$ cat src/hdl/assert_macros.svh
// Assertion macros shared by the scanner RTL.
`ifndef ASSERT_MACROS_SVH
`define ASSERT_MACROS_SVH

// Same-cycle implication, checked at every rising edge outside reset.
`define ASSERT_IMPL(label, clk, rst_n, ante, cons, msg) \
	label: assert property (@(posedge clk) disable iff (!rst_n) (ante) |-> (cons)) \
		else $error(msg);

// Next-cycle implication, checked at every rising edge outside reset.
`define ASSERT_NEXT(label, clk, rst_n, ante, cons, msg) \
	label: assert property (@(posedge clk) disable iff (!rst_n) (ante) |=> (cons)) \
		else $error(msg);

`endif

$ cat src/hdl/nwps_pkg.sv
// Types and constants shared by the nibble wildcard pattern scanner.
package nwps_pkg;

	localparam int MAX_PATTERN_BYTES = 16;
	localparam int POSITION_BITS     = 32;
	localparam int ADDR_BITS         = 48;
	localparam int OFFSET_BITS       = 32;
	localparam int LEN_BITS          = 5;
	localparam int OCC_BITS          = 8;
	localparam int CFG_DATA_BITS     = 64;
	localparam int CFG_INDEX_BITS    = 3;
	localparam int HIST_DEPTH        = MAX_PATTERN_BYTES - 1;
	localparam int IDX_BITS          = $clog2(MAX_PATTERN_BYTES);
	localparam int FILL_BITS         = $clog2(MAX_PATTERN_BYTES);

	typedef logic [7:0] byte_t;

	typedef enum logic [CFG_INDEX_BITS-1:0] {
		REG_PATTERN_LOW   = 3'd0,
		REG_PATTERN_HIGH  = 3'd1,
		REG_COMPARE_MASK  = 3'd2,
		REG_PATTERN_LEN   = 3'd3,
		REG_OCCURRENCE    = 3'd4,
		REG_BASE_ADDRESS  = 3'd5,
		REG_RESULT_OFFSET = 3'd6
	} cfg_reg_t;

	typedef struct packed {
		logic [8*MAX_PATTERN_BYTES-1:0] pattern;
		logic [2*MAX_PATTERN_BYTES-1:0] cmp_mask;
		logic [LEN_BITS-1:0]            length;
	} pattern_cfg_t;

endpackage

$ cat src/hdl/nwps_in_if.sv
// Input channel: one buffer byte per item.
interface nwps_in_if;
	import nwps_pkg::*;

	logic  valid;
	logic  ready;
	byte_t data_byte;
	logic  last_byte;

	modport source (output valid, output data_byte, output last_byte, input ready);
	modport sink (input valid, input data_byte, input last_byte, output ready);
endinterface

$ cat src/hdl/nwps_out_if.sv
// Result channel: found flag and match address.
interface nwps_out_if;
	import nwps_pkg::*;

	logic                 valid;
	logic                 ready;
	logic                 found;
	logic [ADDR_BITS-1:0] match_address;

	modport source (output valid, output found, output match_address, input ready);
	modport sink (input valid, input found, input match_address, output ready);
endinterface

$ cat src/hdl/nibble_wildcard_pattern_scanner.sv
// An item is registered at acceptance and its result is offered from the result register once it advances.
// Throughput: one byte per cycle unless a result waits on a stalled output; the window compare
// against all pattern bytes is one combinational pass between the input and result registers.
// A result waiting at the output does not block the next byte unless that byte also has one.
// Reset clears configuration, scan state and both pipeline valids; no clearing pass is needed.
`include "assert_macros.svh"

module nibble_wildcard_pattern_scanner
	import nwps_pkg::*;
(
	input  logic                      clk,
	input  logic                      arst_n,
	input  logic                      cfg_write,
	input  logic [CFG_INDEX_BITS-1:0] cfg_index,
	input  logic [CFG_DATA_BITS-1:0]  cfg_data,
	nwps_in_if.sink                   in_ch,
	nwps_out_if.source                out_ch
);

	// Configuration registers.
	logic [63:0]                  pat_low_q;
	logic [63:0]                  pat_high_q;
	logic [2*MAX_PATTERN_BYTES-1:0] mask_q;
	logic [LEN_BITS-1:0]          len_q;
	logic [OCC_BITS-1:0]          occ_q;
	logic [ADDR_BITS-1:0]         base_q;
	logic [OFFSET_BITS-1:0]       offset_q;

	// Input stage.
	logic  valid_s1;
	byte_t data_s1;
	logic  last_s1;

	// Scan state.
	byte_t                   hist_q [HIST_DEPTH];
	logic [FILL_BITS-1:0]    fill_q;
	logic [POSITION_BITS-1:0] pos_q;
	logic [OCC_BITS-1:0]     matches_q;
	logic                    reported_q;

	// Result stage.
	logic                     out_valid_q;
	logic                     out_found_q;
	logic [POSITION_BITS-1:0] out_start_q;

	pattern_cfg_t             pcfg;
	logic [LEN_BITS-1:0]      avail;
	logic                     hit;
	logic                     sel;
	logic                     skip;
	logic                     res_valid;
	logic                     out_free;
	logic                     adv;
	logic [POSITION_BITS-1:0] start;
	logic [ADDR_BITS-1:0]     addr_sum;

	always_ff @(posedge clk or negedge arst_n) begin
		if (!arst_n) begin
			pat_low_q  <= '0;
			pat_high_q <= '0;
			mask_q     <= '0;
			len_q      <= '0;
			occ_q      <= '0;
			base_q     <= '0;
			offset_q   <= '0;
		end else if (cfg_write) begin
			unique case (cfg_reg_t'(cfg_index))
				REG_PATTERN_LOW:   pat_low_q  <= cfg_data;
				REG_PATTERN_HIGH:  pat_high_q <= cfg_data;
				REG_COMPARE_MASK:  mask_q     <= cfg_data[2*MAX_PATTERN_BYTES-1:0];
				REG_PATTERN_LEN:   len_q      <= cfg_data[LEN_BITS-1:0];
				REG_OCCURRENCE:    occ_q      <= cfg_data[OCC_BITS-1:0];
				REG_BASE_ADDRESS:  base_q     <= cfg_data[ADDR_BITS-1:0];
				REG_RESULT_OFFSET: offset_q   <= cfg_data[OFFSET_BITS-1:0];
				default: ;
			endcase
		end
	end

	assign pcfg.pattern  = {pat_high_q, pat_low_q};
	assign pcfg.cmp_mask = mask_q;
	assign pcfg.length   = len_q;

	// The fill count saturates one short of the window; the current byte adds one.
	assign avail = LEN_BITS'(fill_q) + LEN_BITS'(1);

	nwps_match u_match (
		.cfg   (pcfg),
		.cur   (data_s1),
		.hist  (hist_q),
		.avail (avail),
		.hit   (hit)
	);

	assign sel       = hit && !reported_q && (matches_q == occ_q);
	assign skip      = hit && !reported_q && (matches_q != occ_q);
	assign res_valid = valid_s1 && (sel || (last_s1 && !reported_q));
	assign start     = pos_q + POSITION_BITS'(1) - POSITION_BITS'(len_q);

	assign out_free    = !out_valid_q || out_ch.ready;
	assign adv         = valid_s1 && (!res_valid || out_free);
	assign in_ch.ready = !valid_s1 || adv;

	always_ff @(posedge clk or negedge arst_n) begin
		if (!arst_n) begin
			valid_s1 <= 1'b0;
		end else if (in_ch.ready) begin
			valid_s1 <= in_ch.valid;
		end
	end

	always_ff @(posedge clk) begin
		if (in_ch.valid && in_ch.ready) begin
			data_s1 <= in_ch.data_byte;
			last_s1 <= in_ch.last_byte;
		end
	end

	// History bytes beyond the fill count are never compared, so they need no clearing.
	always_ff @(posedge clk) begin
		if (adv) begin
			hist_q[0] <= data_s1;
			for (int k = 1; k < HIST_DEPTH; k++) begin
				hist_q[k] <= hist_q[k-1];
			end
		end
	end

	always_ff @(posedge clk or negedge arst_n) begin
		if (!arst_n) begin
			fill_q     <= '0;
			pos_q      <= '0;
			matches_q  <= '0;
			reported_q <= 1'b0;
		end else if (adv) begin
			if (last_s1) begin
				fill_q     <= '0;
				pos_q      <= '0;
				matches_q  <= '0;
				reported_q <= 1'b0;
			end else begin
				if (fill_q != '1) begin
					fill_q <= fill_q + FILL_BITS'(1);
				end
				pos_q <= pos_q + POSITION_BITS'(1);
				if (skip) begin
					matches_q <= matches_q + OCC_BITS'(1);
				end
				if (sel) begin
					reported_q <= 1'b1;
				end
			end
		end
	end

	always_ff @(posedge clk or negedge arst_n) begin
		if (!arst_n) begin
			out_valid_q <= 1'b0;
		end else if (out_free) begin
			out_valid_q <= adv && res_valid;
		end
	end

	always_ff @(posedge clk) begin
		if (adv && res_valid) begin
			out_found_q <= sel;
			out_start_q <= start;
		end
	end

	// The user must change configuration only while no result is pending (unenforced); the add follows the register.
	assign addr_sum = base_q + ADDR_BITS'(out_start_q) + ADDR_BITS'(offset_q);

	assign out_ch.valid         = out_valid_q;
	assign out_ch.found         = out_found_q;
	assign out_ch.match_address = out_found_q ? addr_sum : '0;

	`ASSERT_IMPL(a_notfound_zero, clk, arst_n, out_ch.valid && !out_ch.found, out_ch.match_address == '0, "not-found item carries a nonzero address")
	`ASSERT_NEXT(a_last_clears, clk, arst_n, adv && last_s1, (pos_q == '0) && (matches_q == '0) && !reported_q && (fill_q == '0), "scan state not cleared after the last byte")
	`ASSERT_NEXT(a_pos_steps, clk, arst_n, adv && !last_s1, pos_q == $past(pos_q) + POSITION_BITS'(1), "byte position did not advance by one")
	`ASSERT_IMPL(a_no_result_after_report, clk, arst_n, valid_s1 && reported_q, !res_valid, "result produced after the selected match was reported")

endmodule

$ cat src/hdl/nwps_match.sv
// Masked nibble compare of the byte window against the pattern.
module nwps_match
	import nwps_pkg::*;
(
	input  pattern_cfg_t        cfg,
	input  byte_t               cur,
	input  byte_t               hist [HIST_DEPTH],
	input  logic [LEN_BITS-1:0] avail,
	output logic                hit
);

	byte_t               win [MAX_PATTERN_BYTES];
	logic                all_ok;
	logic                len_ok;
	logic [LEN_BITS-1:0] back;
	logic [IDX_BITS-1:0] idx;
	byte_t               d;
	byte_t               p;

	always_comb begin
		win[0] = cur;
		for (int k = 1; k < MAX_PATTERN_BYTES; k++) begin
			win[k] = hist[k-1];
		end
	end

	// Pattern byte i lines up with the byte that came len-1-i items ago.
	always_comb begin
		all_ok = 1'b1;
		back   = '0;
		idx    = '0;
		d      = '0;
		p      = '0;
		for (int i = 0; i < MAX_PATTERN_BYTES; i++) begin
			if (LEN_BITS'(i) < cfg.length) begin
				back = cfg.length - LEN_BITS'(1) - LEN_BITS'(i);
				idx  = back[IDX_BITS-1:0];
				d    = win[idx];
				p    = cfg.pattern[8*i +: 8];
				if (cfg.cmp_mask[2*i] && (d[7:4] != p[7:4])) begin
					all_ok = 1'b0;
				end
				if (cfg.cmp_mask[2*i+1] && (d[3:0] != p[3:0])) begin
					all_ok = 1'b0;
				end
			end
		end
	end

	assign len_ok = (cfg.length != '0)
		&& (cfg.length <= LEN_BITS'(MAX_PATTERN_BYTES))
		&& (avail >= cfg.length);
	assign hit = len_ok && all_ok;

endmodule
$ cat src/flat_wrapper.sv
// flat-port wrapper written by rule: the top's interface ports become plain ports
module nibble_wildcard_pattern_scanner_flat import nwps_pkg::*;
  (clk, arst_n, cfg_write, cfg_index, cfg_data, in_ch_valid, in_ch_data_byte, in_ch_last_byte, in_ch_ready, out_ch_valid, out_ch_found, out_ch_match_address, out_ch_ready);
  nwps_in_if in_ch_i ();
  nwps_out_if out_ch_i ();
  input  logic clk;
  input  logic arst_n;
  input  logic cfg_write;
  input  logic [CFG_INDEX_BITS-1:0] cfg_index;
  input  logic [CFG_DATA_BITS-1:0] cfg_data;
  input wire logic [$bits(in_ch_i.valid)-1:0] in_ch_valid;
  input wire logic [$bits(in_ch_i.data_byte)-1:0] in_ch_data_byte;
  input wire logic [$bits(in_ch_i.last_byte)-1:0] in_ch_last_byte;
  output wire logic [$bits(in_ch_i.ready)-1:0] in_ch_ready;
  output wire logic [$bits(out_ch_i.valid)-1:0] out_ch_valid;
  output wire logic [$bits(out_ch_i.found)-1:0] out_ch_found;
  output wire logic [$bits(out_ch_i.match_address)-1:0] out_ch_match_address;
  input wire logic [$bits(out_ch_i.ready)-1:0] out_ch_ready;
  assign in_ch_i.valid = in_ch_valid;
  assign in_ch_i.data_byte = in_ch_data_byte;
  assign in_ch_i.last_byte = in_ch_last_byte;
  assign in_ch_ready = in_ch_i.ready;
  assign out_ch_valid = out_ch_i.valid;
  assign out_ch_found = out_ch_i.found;
  assign out_ch_match_address = out_ch_i.match_address;
  assign out_ch_i.ready = out_ch_ready;
  nibble_wildcard_pattern_scanner u_core (.clk(clk), .arst_n(arst_n), .cfg_write(cfg_write), .cfg_index(cfg_index), .cfg_data(cfg_data), .in_ch(in_ch_i), .out_ch(out_ch_i));
endmodule
$ cat config.mk
export PLATFORM = sky130hd
export DESIGN_NAME = nibble_wildcard_pattern_scanner_flat
export DESIGN_NICKNAME = d
export VERILOG_FILES = /design/src/hdl/nwps_pkg.sv /design/src/hdl/nwps_in_if.sv /design/src/hdl/nwps_out_if.sv /design/src/hdl/nibble_wildcard_pattern_scanner.sv /design/src/hdl/nwps_match.sv /design/src/flat_wrapper.sv
export VERILOG_INCLUDE_DIRS = /design/src /design/src/hdl
export SDC_FILE = /design/constraint.sdc
export NUM_CORES = 1
export LEC_CHECK = 0
export BUFFER_PORTS_ARGS = -buffer_cell sky130_fd_sc_hd__buf_4
export CAP_MARGIN = 20
export CORE_ASPECT_RATIO = 0.9
export CORE_UTILIZATION = 31
export DETAILED_ROUTE_END_ITERATION = 12
export HOLD_SLACK_MARGIN = 0.05
export SLEW_MARGIN = 20
export SYNTH_ARGS = -nofsm -noshare
export SYNTH_HDL_FRONTEND = slang
export SYNTH_SLANG_ARGS = --single-unit
$ cat constraint.sdc
create_clock -name clk -period 20.1 [get_ports clk]
set_input_delay 4.02 -clock clk [delete_from_list [all_inputs] [get_ports clk]]
set_output_delay 4.02 -clock clk [all_outputs]
set_load 0.01 [all_outputs]
# [Word level (Yosys, flattened, before mapping)]
# Index checks and enable logic that the tools add are counted.
[word_totals] ff_bits=462 inputBits=81 output_inout_bits=51 elab_cells=316
[classes] n_addsub=23 n_lt_le_gt_ge=34 eq_ne=41 n_mux=104 n_bitwise=16 n_reduce_logical=66
[ops] op="$bmux 8 s4" count=16
[ops] op="$mux 8" count=34
[ops] op="$ne 4x4->1" count=32
[ops] op="$add 48x32->48" count=2
[ops] op="$ge 5x5->1 const B" count=16
[ops] op="$not 4->5" count=16
[ops] op="$mux 1" count=50
[ops] op="$mux 48" count=1
[ops] op="$logic_and 1x1->1" count=43
[ops] op="$lt 4x5->1 const A" count=8
[ops] op="$add 32x1->32 const B" count=1
[ops] op="$mux 32" count=1
[ops] op="$sub 32x5->32" count=1
[ops] op="$sub 4x4->4 const B" count=8
[ops] op="$lt 3x5->1 const A" count=4
[ops] op="$reduce_and 2->1" count=10
[ops] op="$sub 4x3->4 const B" count=4
[ops] op="$lt 1x5->1 const A" count=2
[ops] op="$lt 2x5->1 const A" count=2
[ops] op="$eq 3x3->1 const B" count=3
[ops] op="$add 8x1->8 const B" count=1
[ops] op="$eq 8x8->1" count=1
[ops] op="$mux 4" count=2
[ops] op="$ne 8x8->1" count=1
[ops] op="14 further kinds" count=25

# [Depth between registers and ports, before layout]
# Gate-level depths: netlist of run 1.
[depth] ltp_word=65 mapped_depth=28 mapped_depth_nobuf=17

# [Hierarchy]
# A second synthesis of run 1 with hierarchy kept.
[hier_totals] hier_cells=2602 area_unflattened_um2=29613.4
[modules_own_cells] mod="nibble_wildcard_pattern_scanner" instances=1 cells_each=1582 area_each_um2=21074.0
[modules_own_cells] mod="nwps_match" instances=1 cells_each=1020 area_each_um2=8539.4

# [Worst setup path before layout of run 1]
# Ideal clock, no wire load.
[synth_path] path_kind="reg-to-output" from="register u_core.len_q[0]" to="output in_ch_ready" arrival_time_ps=4832 slack_ps=11248 path_stages_with_launch=23 n_path_buf=7 cell_sequence="dfrtp_1 > buf_6 > buf_12 > inv_6 > buf_6 > buf_6 > buf_4 > ha_1 > buf_6 > or2b_1 > a211oi_2 > nor2_1 > xnor2_4 > buf_4 > mux4_2 > xnor2_1 > o41ai_1 > a21o_2 > nand4b_1 > nor4b_2 > and3_1 > o21ai_0 > or2_2"
[synth_between] elab_chain_len=64 word_cells_on_any_way=222 classes_between="add/sub: 16; order compare: 18; eq/ne: 32; mux: 96; bitwise: 16; reduce/logical: 44"
[synth_lines] element="start: declaration" line_no="nibble_wildcard_pattern_scanner.sv:24" source="logic [LEN_BITS-1:0] len_q;"
[synth_lines] element="start signal: assignment" line_no="nibble_wildcard_pattern_scanner.sv:71" source="REG_PATTERN_LEN: len_q <= cfg_data[LEN_BITS-1:0];"
[synth_lines] element="parallel branches: the longest is 55 deep, another holds $sub 4x1->4"
[synth_lines] element="$logic_and 1x1->1 *" line_no="nwps_match.sv:53" source="assign hit = len_ok && all_ok;"
[synth_lines] element="$logic_and 1x1->1 * (2 in a row)" line_no="nibble_wildcard_pattern_scanner.sv:95" source="assign sel = hit && !reported_q && (matches_q == occ_q);"
[synth_lines] element="net u_core.sel" line_no="nibble_wildcard_pattern_scanner.sv:49" source="logic sel;"
[synth_lines] element="$logic_or 1x1->1 *" line_no="nibble_wildcard_pattern_scanner.sv:97" source="assign res_valid = valid_s1 && (sel || (last_s1 && !reported_q));"
[synth_lines] element="$logic_and 1x1->1 *" line_no="nibble_wildcard_pattern_scanner.sv:97"
[synth_lines] element="$logic_not 1->1 *" line_no="nibble_wildcard_pattern_scanner.sv:101" source="assign adv = valid_s1 && (!res_valid || out_free);"
[synth_lines] element="$logic_or 1x1->1 *" line_no="nibble_wildcard_pattern_scanner.sv:101"
[synth_lines] element="$logic_and 1x1->1 *" line_no="nibble_wildcard_pattern_scanner.sv:101"
[synth_lines] element="$logic_or 1x1->1 *" line_no="nibble_wildcard_pattern_scanner.sv:102" source="assign in_ch.ready = !valid_s1 || adv;"
[synth_lines] element="end: declaration" line_no="flat_wrapper.sv:14" source="output wire logic [$bits(in_ch_i.ready)-1:0] in_ch_ready;"
# Mark *: on every way through the listed nets, which the timed path passes. The select of a mux whose other input is x is not followed.

# [Worst setup path in the final report of run 1]
# Same ends and word-level chain as after synthesis.

==> flow_metrics.py, run 1 <==
metrics = {
    "yosys": {
        "syn-num-nets": 2535,
        "synth_area_leader_cell": "dfrtp_1",
        "synthTopCellsByArea": "dfrtp_1 (25%), edfxtp_1 (16%), mux2_2 (11%)",
        "synth-main-ff-cell": "dfrtp_1",
        "synth_cells": 2373,
        "asyncSetResetFlopFracSynth": 0.649,
        "yosys.cell_types.count": 98,
        "netlist_area_um2": 29600,
        "synth_common_cells": "dfrtp_1 (300), mux2_2 (286), mux2i_1 (171)",
        "yosysSeqAreaShare": 0.418,
        "synth_top_area_frac": 0.254,
        "synth_edf_count": 162,
        "ys_warn_count": 0,
        "ys_seq_elements": 462,
        "syn_area_per_cell_um2": 12.5,
        "yosysMostFrequentCell": "dfrtp_1",
    },
    "power_and_ir_drop": {
        "clock_power_share": 0.201,
        "p_seq_frac": 0.273,
        "switching_power_uw": 1950,
        "p_comb_frac": 0.527,
        "vdd_drop_max_mv": 0.100,
        "power_leakage_uw": 0.0132,
        "swShare": 0.400,
        "total_power_uw": 4870,
        "p_int_uw": 2920,
        "power_density_nw_per_um2": 146,
    },
    "grt": {
        "grt_max_degree": 113,
        "track_usage": 0.175,
        "grt_pass1_wl_um": 128000,
        "grt_pass1_vias": 19155,
        "grt_overflow_total": 0,
        "antenna_found_initial": 4,
    },
    "detailed_routing": {
        "wl_per_cell_um": 22.7,
        "drt_iter0_markers": 1652,
        "drtAntennaViolNets": 0,
        "routed_via_density": 5.32,
        "drt-total-wl_um": 85100,
        "vias": 19983,
        "drc_errors": 0,
        "drtPass1Iterations": 5,
    },
    "critical_path": {
        "rrSetupSlack_ns": 10.91,
        "end_kind": "primary output",
        "cp_max_fo": 71,
        "arrival_ns": 8.36,
        "worst_path_largest_cell_delay_ns": 1.02,
        "crit_chain": "inv_6 -> ha_4 -> buf_4 -> buf_4 -> mux2i_1 -> mux2i_1 -> mux4_2 -> xnor2_1 -> nand4_1 -> a22oi_1 -> a31o_2 -> nand2b_1 -> nand4b_1 -> nor4b_2 -> and3_1 -> o21ai_0 -> or2_2 -> buf_4",
        "critPathLaunchType": "flop",
        "r2r_cells": 19,
        "required_ns": 16.08,
        "cp_common_cell": "buf_4",
        "cpMaxStageDelayCell": "dfrtp_4",
        "path_class": "reg -> out",
    },
    "run": {
        "maxCapViolCount": 0,
    },
    "floorplan": {
        "die_w_um": 328,
        "ioPinCount": 132,
        "core_um2": 94500,
        "die_h_um": 295,
        "die_area_um2": 96600,
        "start_util": 0.313,
        "rows": 107,
    },
    "clocking": {
        "cts_tree": "built",
        "cts-hold-fix-buffers": 0,
        "clkLatencyLatePin_ns": 0.64,
        "clockBufferDepth": 3,
        "cts-buffers-inserted": 52,
        "ctsResizeCount": 0,
        "path_clk_slew_ns": 0.06,
        "cts_setup_buffers": 0,
        "h-tree-depth": 2,
        "cts_sinks": 462,
        "cts_root_buf": "clkbuf_16",
    },
    "placement": {
        "place_area_um2": 31700,
        "port_buffers": 131,
        "dpl_worst_slack_ns": 8.41,
        "place_congestion": 0.933,
        "dp_hpwl_um": 63400,
        "dp_cells": 3655,
    },
    "worst_hold_path": {
        "hp-class": "reg -> reg",
        "holdPathStages": 0,
    },
    "final_layout": {
        "syn2layout_area_growth_pct": 13.1,
        "fin_nets": 2618,
        "final_layout_size_suffix_gt1_frac": 0.282,
        "post-route-cell-area_um2": 33400,
        "final_cell_count_no_fill": 3753,
        "antennaDiodeCount": 0,
        "nFillCells": 9274,
    },
    "sta": {
        "timing.setup.tns_ns": 0,
        "rsz0062_at_grt": "no",
        "worst_pin_slew_ns": 1.04,
        "relSlewSlack": 0.310,
        "hold_viol_final": 0,
        "finalMaxSlewViolations": 0,
        "fmax_mhz": 80.8,
        "worst_slack_ns": 7.72,
        "skew_ns": 0.0486,
        "final.period_utilization": 0.616,
        "min_period_ns": 12.38,
        "setup_viol": 0,
    },
    "outcome": {
        "outcome": "completed",
    },
}
routing by layer:
layer	part of all wire	GRT usage
met1	0.47	0.258
met2	0.44	0.260
met3	0.070	0.0357
met4	0.023	0.0449
met5	0.00026	0
final timing paths:
path                              startpoint                    end
min reg2reg                u_core.hist_q[34]      u_core.hist_q[26]
min                        u_core.hist_q[34]      u_core.hist_q[26]
max                          u_core.len_q[0]            in_ch_ready
max reg2reg                  u_core.len_q[0]      u_core.hist_q[67]
max in group asynchronous             arst_n  u_core.pat_high_q[53]
min in group asynchronous             arst_n    u_core.offset_q[14]
final cells by class:
type,count,area (um2),area share
inverter,38,150,0.00449
clock inverter,20,241,0.00722
sequential,462,12400,0.370
clock buffer,78,1520,0.0454
tap,1253,1570,0.0469
timing repair buffer,161,1220,0.0364
multi-input combinational,1741,16400,0.490
cells by family (layout without fill, tap and decap cells):
family | Yosys count | after routing | synth area share
buf+inv | 170 | 297 | 0.0300
fa+ha+maj | 81 | 81 | 0.0429
flops | 462 | 462 | 0.418
simple gates | 488 | 488 | 0.0858
xor+xnor | 243 | 243 | 0.0754
mux | 592 | 592 | 0.271
compound gates | 337 | 337 | 0.0768
cells in the final DEF (no fill, tap or decap), drive strengths merged, types with 5 or more instances in the layout:
cell type / Yosys / layout
mux2i: 171 / 171
fa: 34 / 34
a22o: 10 / 10
clkbuf: 61 / 78
mux4: 133 / 133
nand2: 155 / 155
o31ai: 25 / 25
a22oi: 12 / 12
dfrtp: 300 / 300
inv: 38 / 41
nand3: 38 / 38
nor2: 80 / 80
o21bai: 15 / 15
a21o: 21 / 21
nor3: 16 / 16
xor2: 74 / 74
and3: 25 / 25
nand2b: 8 / 8
nand4: 32 / 32
or2: 10 / 10
xnor2: 169 / 169
nor3b: 9 / 9
nor2b: 19 / 19
nand4b: 6 / 6
buf: 71 / 161
a211oi: 19 / 19
and2: 60 / 60
or3: 10 / 10
edfxtp: 162 / 162
a41oi: 9 / 9
mux2: 288 / 288
a21boi: 5 / 5
ha: 47 / 47
o21ai: 101 / 101
a21oi: 66 / 66
clkinv: 0 / 13
a31oi: 15 / 15
o41ai: 9 / 9
flip-flops by register name, summed over array words and instances, names as in the netlist, 4 cells and up:
register            count
u_core.matches_q        8
u_core.len_q            5
u_core.data_s1          8
u_core.fill_q           4
u_core.pos_q           32
u_core.pat_low_q       64
u_core.offset_q        32
u_core.occ_q            8
u_core.hist_q         120
u_core.out_start_q     32
u_core.mask_q          32
u_core.pat_high_q      64
u_core.base_q          48
stage by stage:
step,hold WS (ns),util
2_1_floorplan,0.443,-
3_3_place_gp,0.471,0.335
3_5_place_dp,0.460,0.335
4_1_cts,0.449,0.354
5_1_grt,0.484,0.354
6_report,0.467,0.354
power by group through the flow:
stage	clock (uW)	combinational [uW]	sequential, uW
detailed placement	0	2550	1340
global placement	0	2530	1340
global route	1040	2770	1350
CTS	1000	2560	1320
finish	977	2570	1330
floorplan	0	1920	1260
critical path: cells and delay by family, from the launching register on:
| kind | cells | cell delay [ns] |
|---|---|---|
| simple gates | 6 | 1.52 |
| compound gates | 3 | 0.58 |
| flops | 1 | 1.02 |
| mux | 3 | 1.12 |
| buf+inv | 4 | 2.17 |
| fa+ha+maj | 1 | 0.90 |
| xor+xnor | 1 | 0.32 |
No activity file was read; power rests on OpenSTA's default activity.
==> run 2: changes to the inputs <==
==> constraint.sdc (replaced) <==
create_clock -name clk -period 11 [get_ports clk]
set_input_delay 2.2 -clock clk [delete_from_list [all_inputs] [get_ports clk]]
set_output_delay 2.2 -clock clk [all_outputs]
set_load 0.01 [all_outputs]
==> run 2 against run 1 <==
Final area is essentially flat. Worst setup slack worse by 5.8 ns. Highest routed layer unchanged. Non-clock buffer count did not move. Largest power group unchanged. Register-to-register slack lost 7.8 ns. First-iteration DRC count grew 11%. Clock-buffer cell count decreased by 2. Critical path depth shrank 3. Combinational power is 84% higher. Routed wire length is 0.13% lower. Critical path type unchanged. Hold slack improved by 0.0048 ns. Sequential power grew 81%.
==> flow_metrics.py, run 2 (synthesis gave the netlist of run 1 again) <==
metrics = {
    "clocking": {
        "cts_setup_buffers": 0,
        "cts-buffers-inserted": 51,
        "cts_tree": "built",
        "ctsResizeCount": 0,
        "h-tree-depth": 2,
        "cts_root_buf": "clkbuf_16",
        "cts-hold-fix-buffers": 0,
        "path_clk_slew_ns": 0.07,
        "cts_sinks": 462,
        "clockBufferDepth": 3,
        "clkLatencyLatePin_ns": 0.62,
    },
    "critical_path": {
        "critPathLaunchType": "flop",
        "arrival_ns": 6.86,
        "crit_chain": "inv_1 -> ha_4 -> buf_12 -> mux4_2 -> mux4_1 -> xnor2_1 -> nand4_1 -> nand3b_1 -> o311ai_0 -> nor2_1 -> nor4b_2 -> and3_1 -> o21ai_0 -> or2_2 -> buf_4",
        "worst_path_largest_cell_delay_ns": 0.82,
        "path_class": "reg -> out",
        "end_kind": "primary output",
        "cpMaxStageDelayCell": "ha_4",
        "cp_top_family": "simple AND/OR/NAND/NOR gates",
        "cp_max_fo": 122,
        "required_ns": 8.80,
        "crit_buf_inv": 3,
    },
    "sta": {
        "relSlewSlack": 0.258,
        "skew_ns": 0.0316,
        "fmax_mhz": 110,
        "timing.setup.tns_ns": 0,
        "worst_pin_slew_ns": 1.11,
        "setup_viol": 0,
        "hold_slack_ns": 0.472,
        "final.period_utilization": 0.824,
        "hold_viol_final": 0,
        "min_period_ns": 9.06,
        "rsz0062_at_grt": "no",
        "finalMaxSlewViolations": 0,
    },
    "placement": {
        "place_congestion": 0.941,
        "port_buffers": 131,
        "dp_hpwl_um": 63200,
        "dp_cells": 3655,
    },
    "final_layout": {
        "layout_commonest_cell": "dfrtp_1",
        "post-route-util": 0.354,
        "largest-register": "u_core.hist_q",
        "final_cell_count_no_fill": 3752,
        "fin_nets": 2617,
        "top_regs": "u_core.hist_q: 120 flops, u_core.pat_high_q: 64 flops, u_core.pat_low_q: 64 flops",
        "nFillCells": 9352,
        "syn2layout_area_growth_pct": 13.2,
        "final_cell_mix": "dfrtp_1 (298), mux2_2 (286), mux2i_1 (171)",
        "final_layout_size_suffix_gt1_frac": 0.283,
        "largest_reg_flops": 120,
    },
    "power_and_ir_drop": {
        "vdd_drop_max_mv": 0.154,
        "power_density_nw_per_um2": 267,
        "power_leakage_uw": 0.0133,
    },
    "detailed_routing": {
        "vias": 20062,
        "drt-total-wl_um": 85000,
        "drt_iter0_markers": 1828,
        "routed_via_density": 5.35,
        "drtPass1Iterations": 5,
        "drtAntennaViolNets": 0,
        "wl_per_cell_um": 22.7,
        "drc_errors": 0,
    },
    "grt": {
        "grt_pass1_vias": 19151,
        "grt_max_degree": 123,
        "track_usage": 0.175,
        "grt_pass1_wl_um": 126000,
        "grt_overflow_total": 0,
        "antenna_found_initial": 4,
    },
    "floorplan": {
        "ioPinCount": 132,
        "die_area_um2": 96600,
        "rows": 107,
        "core_um2": 94500,
        "die_h_um": 295,
        "start_util": 0.313,
        "die_w_um": 328,
    },
    "outcome": {
        "outcome": "completed",
    },
    "run": {
        "maxCapViolCount": 0,
    },
    "worst_hold_path": {
        "hp-class": "reg -> reg",
    },
}
## run 2: final cells by class
class / count / area (um2) / area share
Antenna cell: 1 / 2.50 / 0.0000748
Clock buffer: 76 / 1550 / 0.0464
Clock inverter: 20 / 194 / 0.00579
Inverter: 38 / 150 / 0.00449
Multi-Input combinational cell: 1741 / 16400 / 0.490
Sequential cell: 462 / 12400 / 0.370
Tap cell: 1253 / 1570 / 0.0468
Timing Repair Buffer: 161 / 1240 / 0.0369
## run 2: metrics by stage
step	total power [uW]	setup WS, ns	area [um2]
CTS	8950	1.97	33500
detailed placement	7140	2.66	31700
global placement	7110	2.65	31700
floorplan	5820	3.97	29600
global route	9450	1.65	33500
finish	8930	1.94	33500
## run 2: path summary, 6_finish.rpt
check                                            end  slack [ns]  cells past startpoint               start
max in group asynchronous       u_core.pat_low_q[52]        7.26                      3              arst_n
worst max register to register       u_core.pos_q[0]        3.07                     18     u_core.len_q[1]
min in group asynchronous        u_core.offset_q[12]        1.59                      1              arst_n
worst min-delay path              u_core.hist_q[100]        0.47                      0  u_core.hist_q[108]
worst max-delay path                     in_ch_ready        1.94                     15     u_core.len_q[1]
worst min register to register    u_core.hist_q[100]        0.47                      0  u_core.hist_q[108]
## run 2: report_power, final
group | switching (uW) | internal [uW]
logic | 2530 | 2210
registers | 304 | 2110
clock network | 726 | 1050
## run 2: metal layers
metal	global-route usage	wire length (um)
met5	0	17
met4	0.0451	2010
met3	0.0511	7860
met2	0.255	36400
met1	0.252	38700
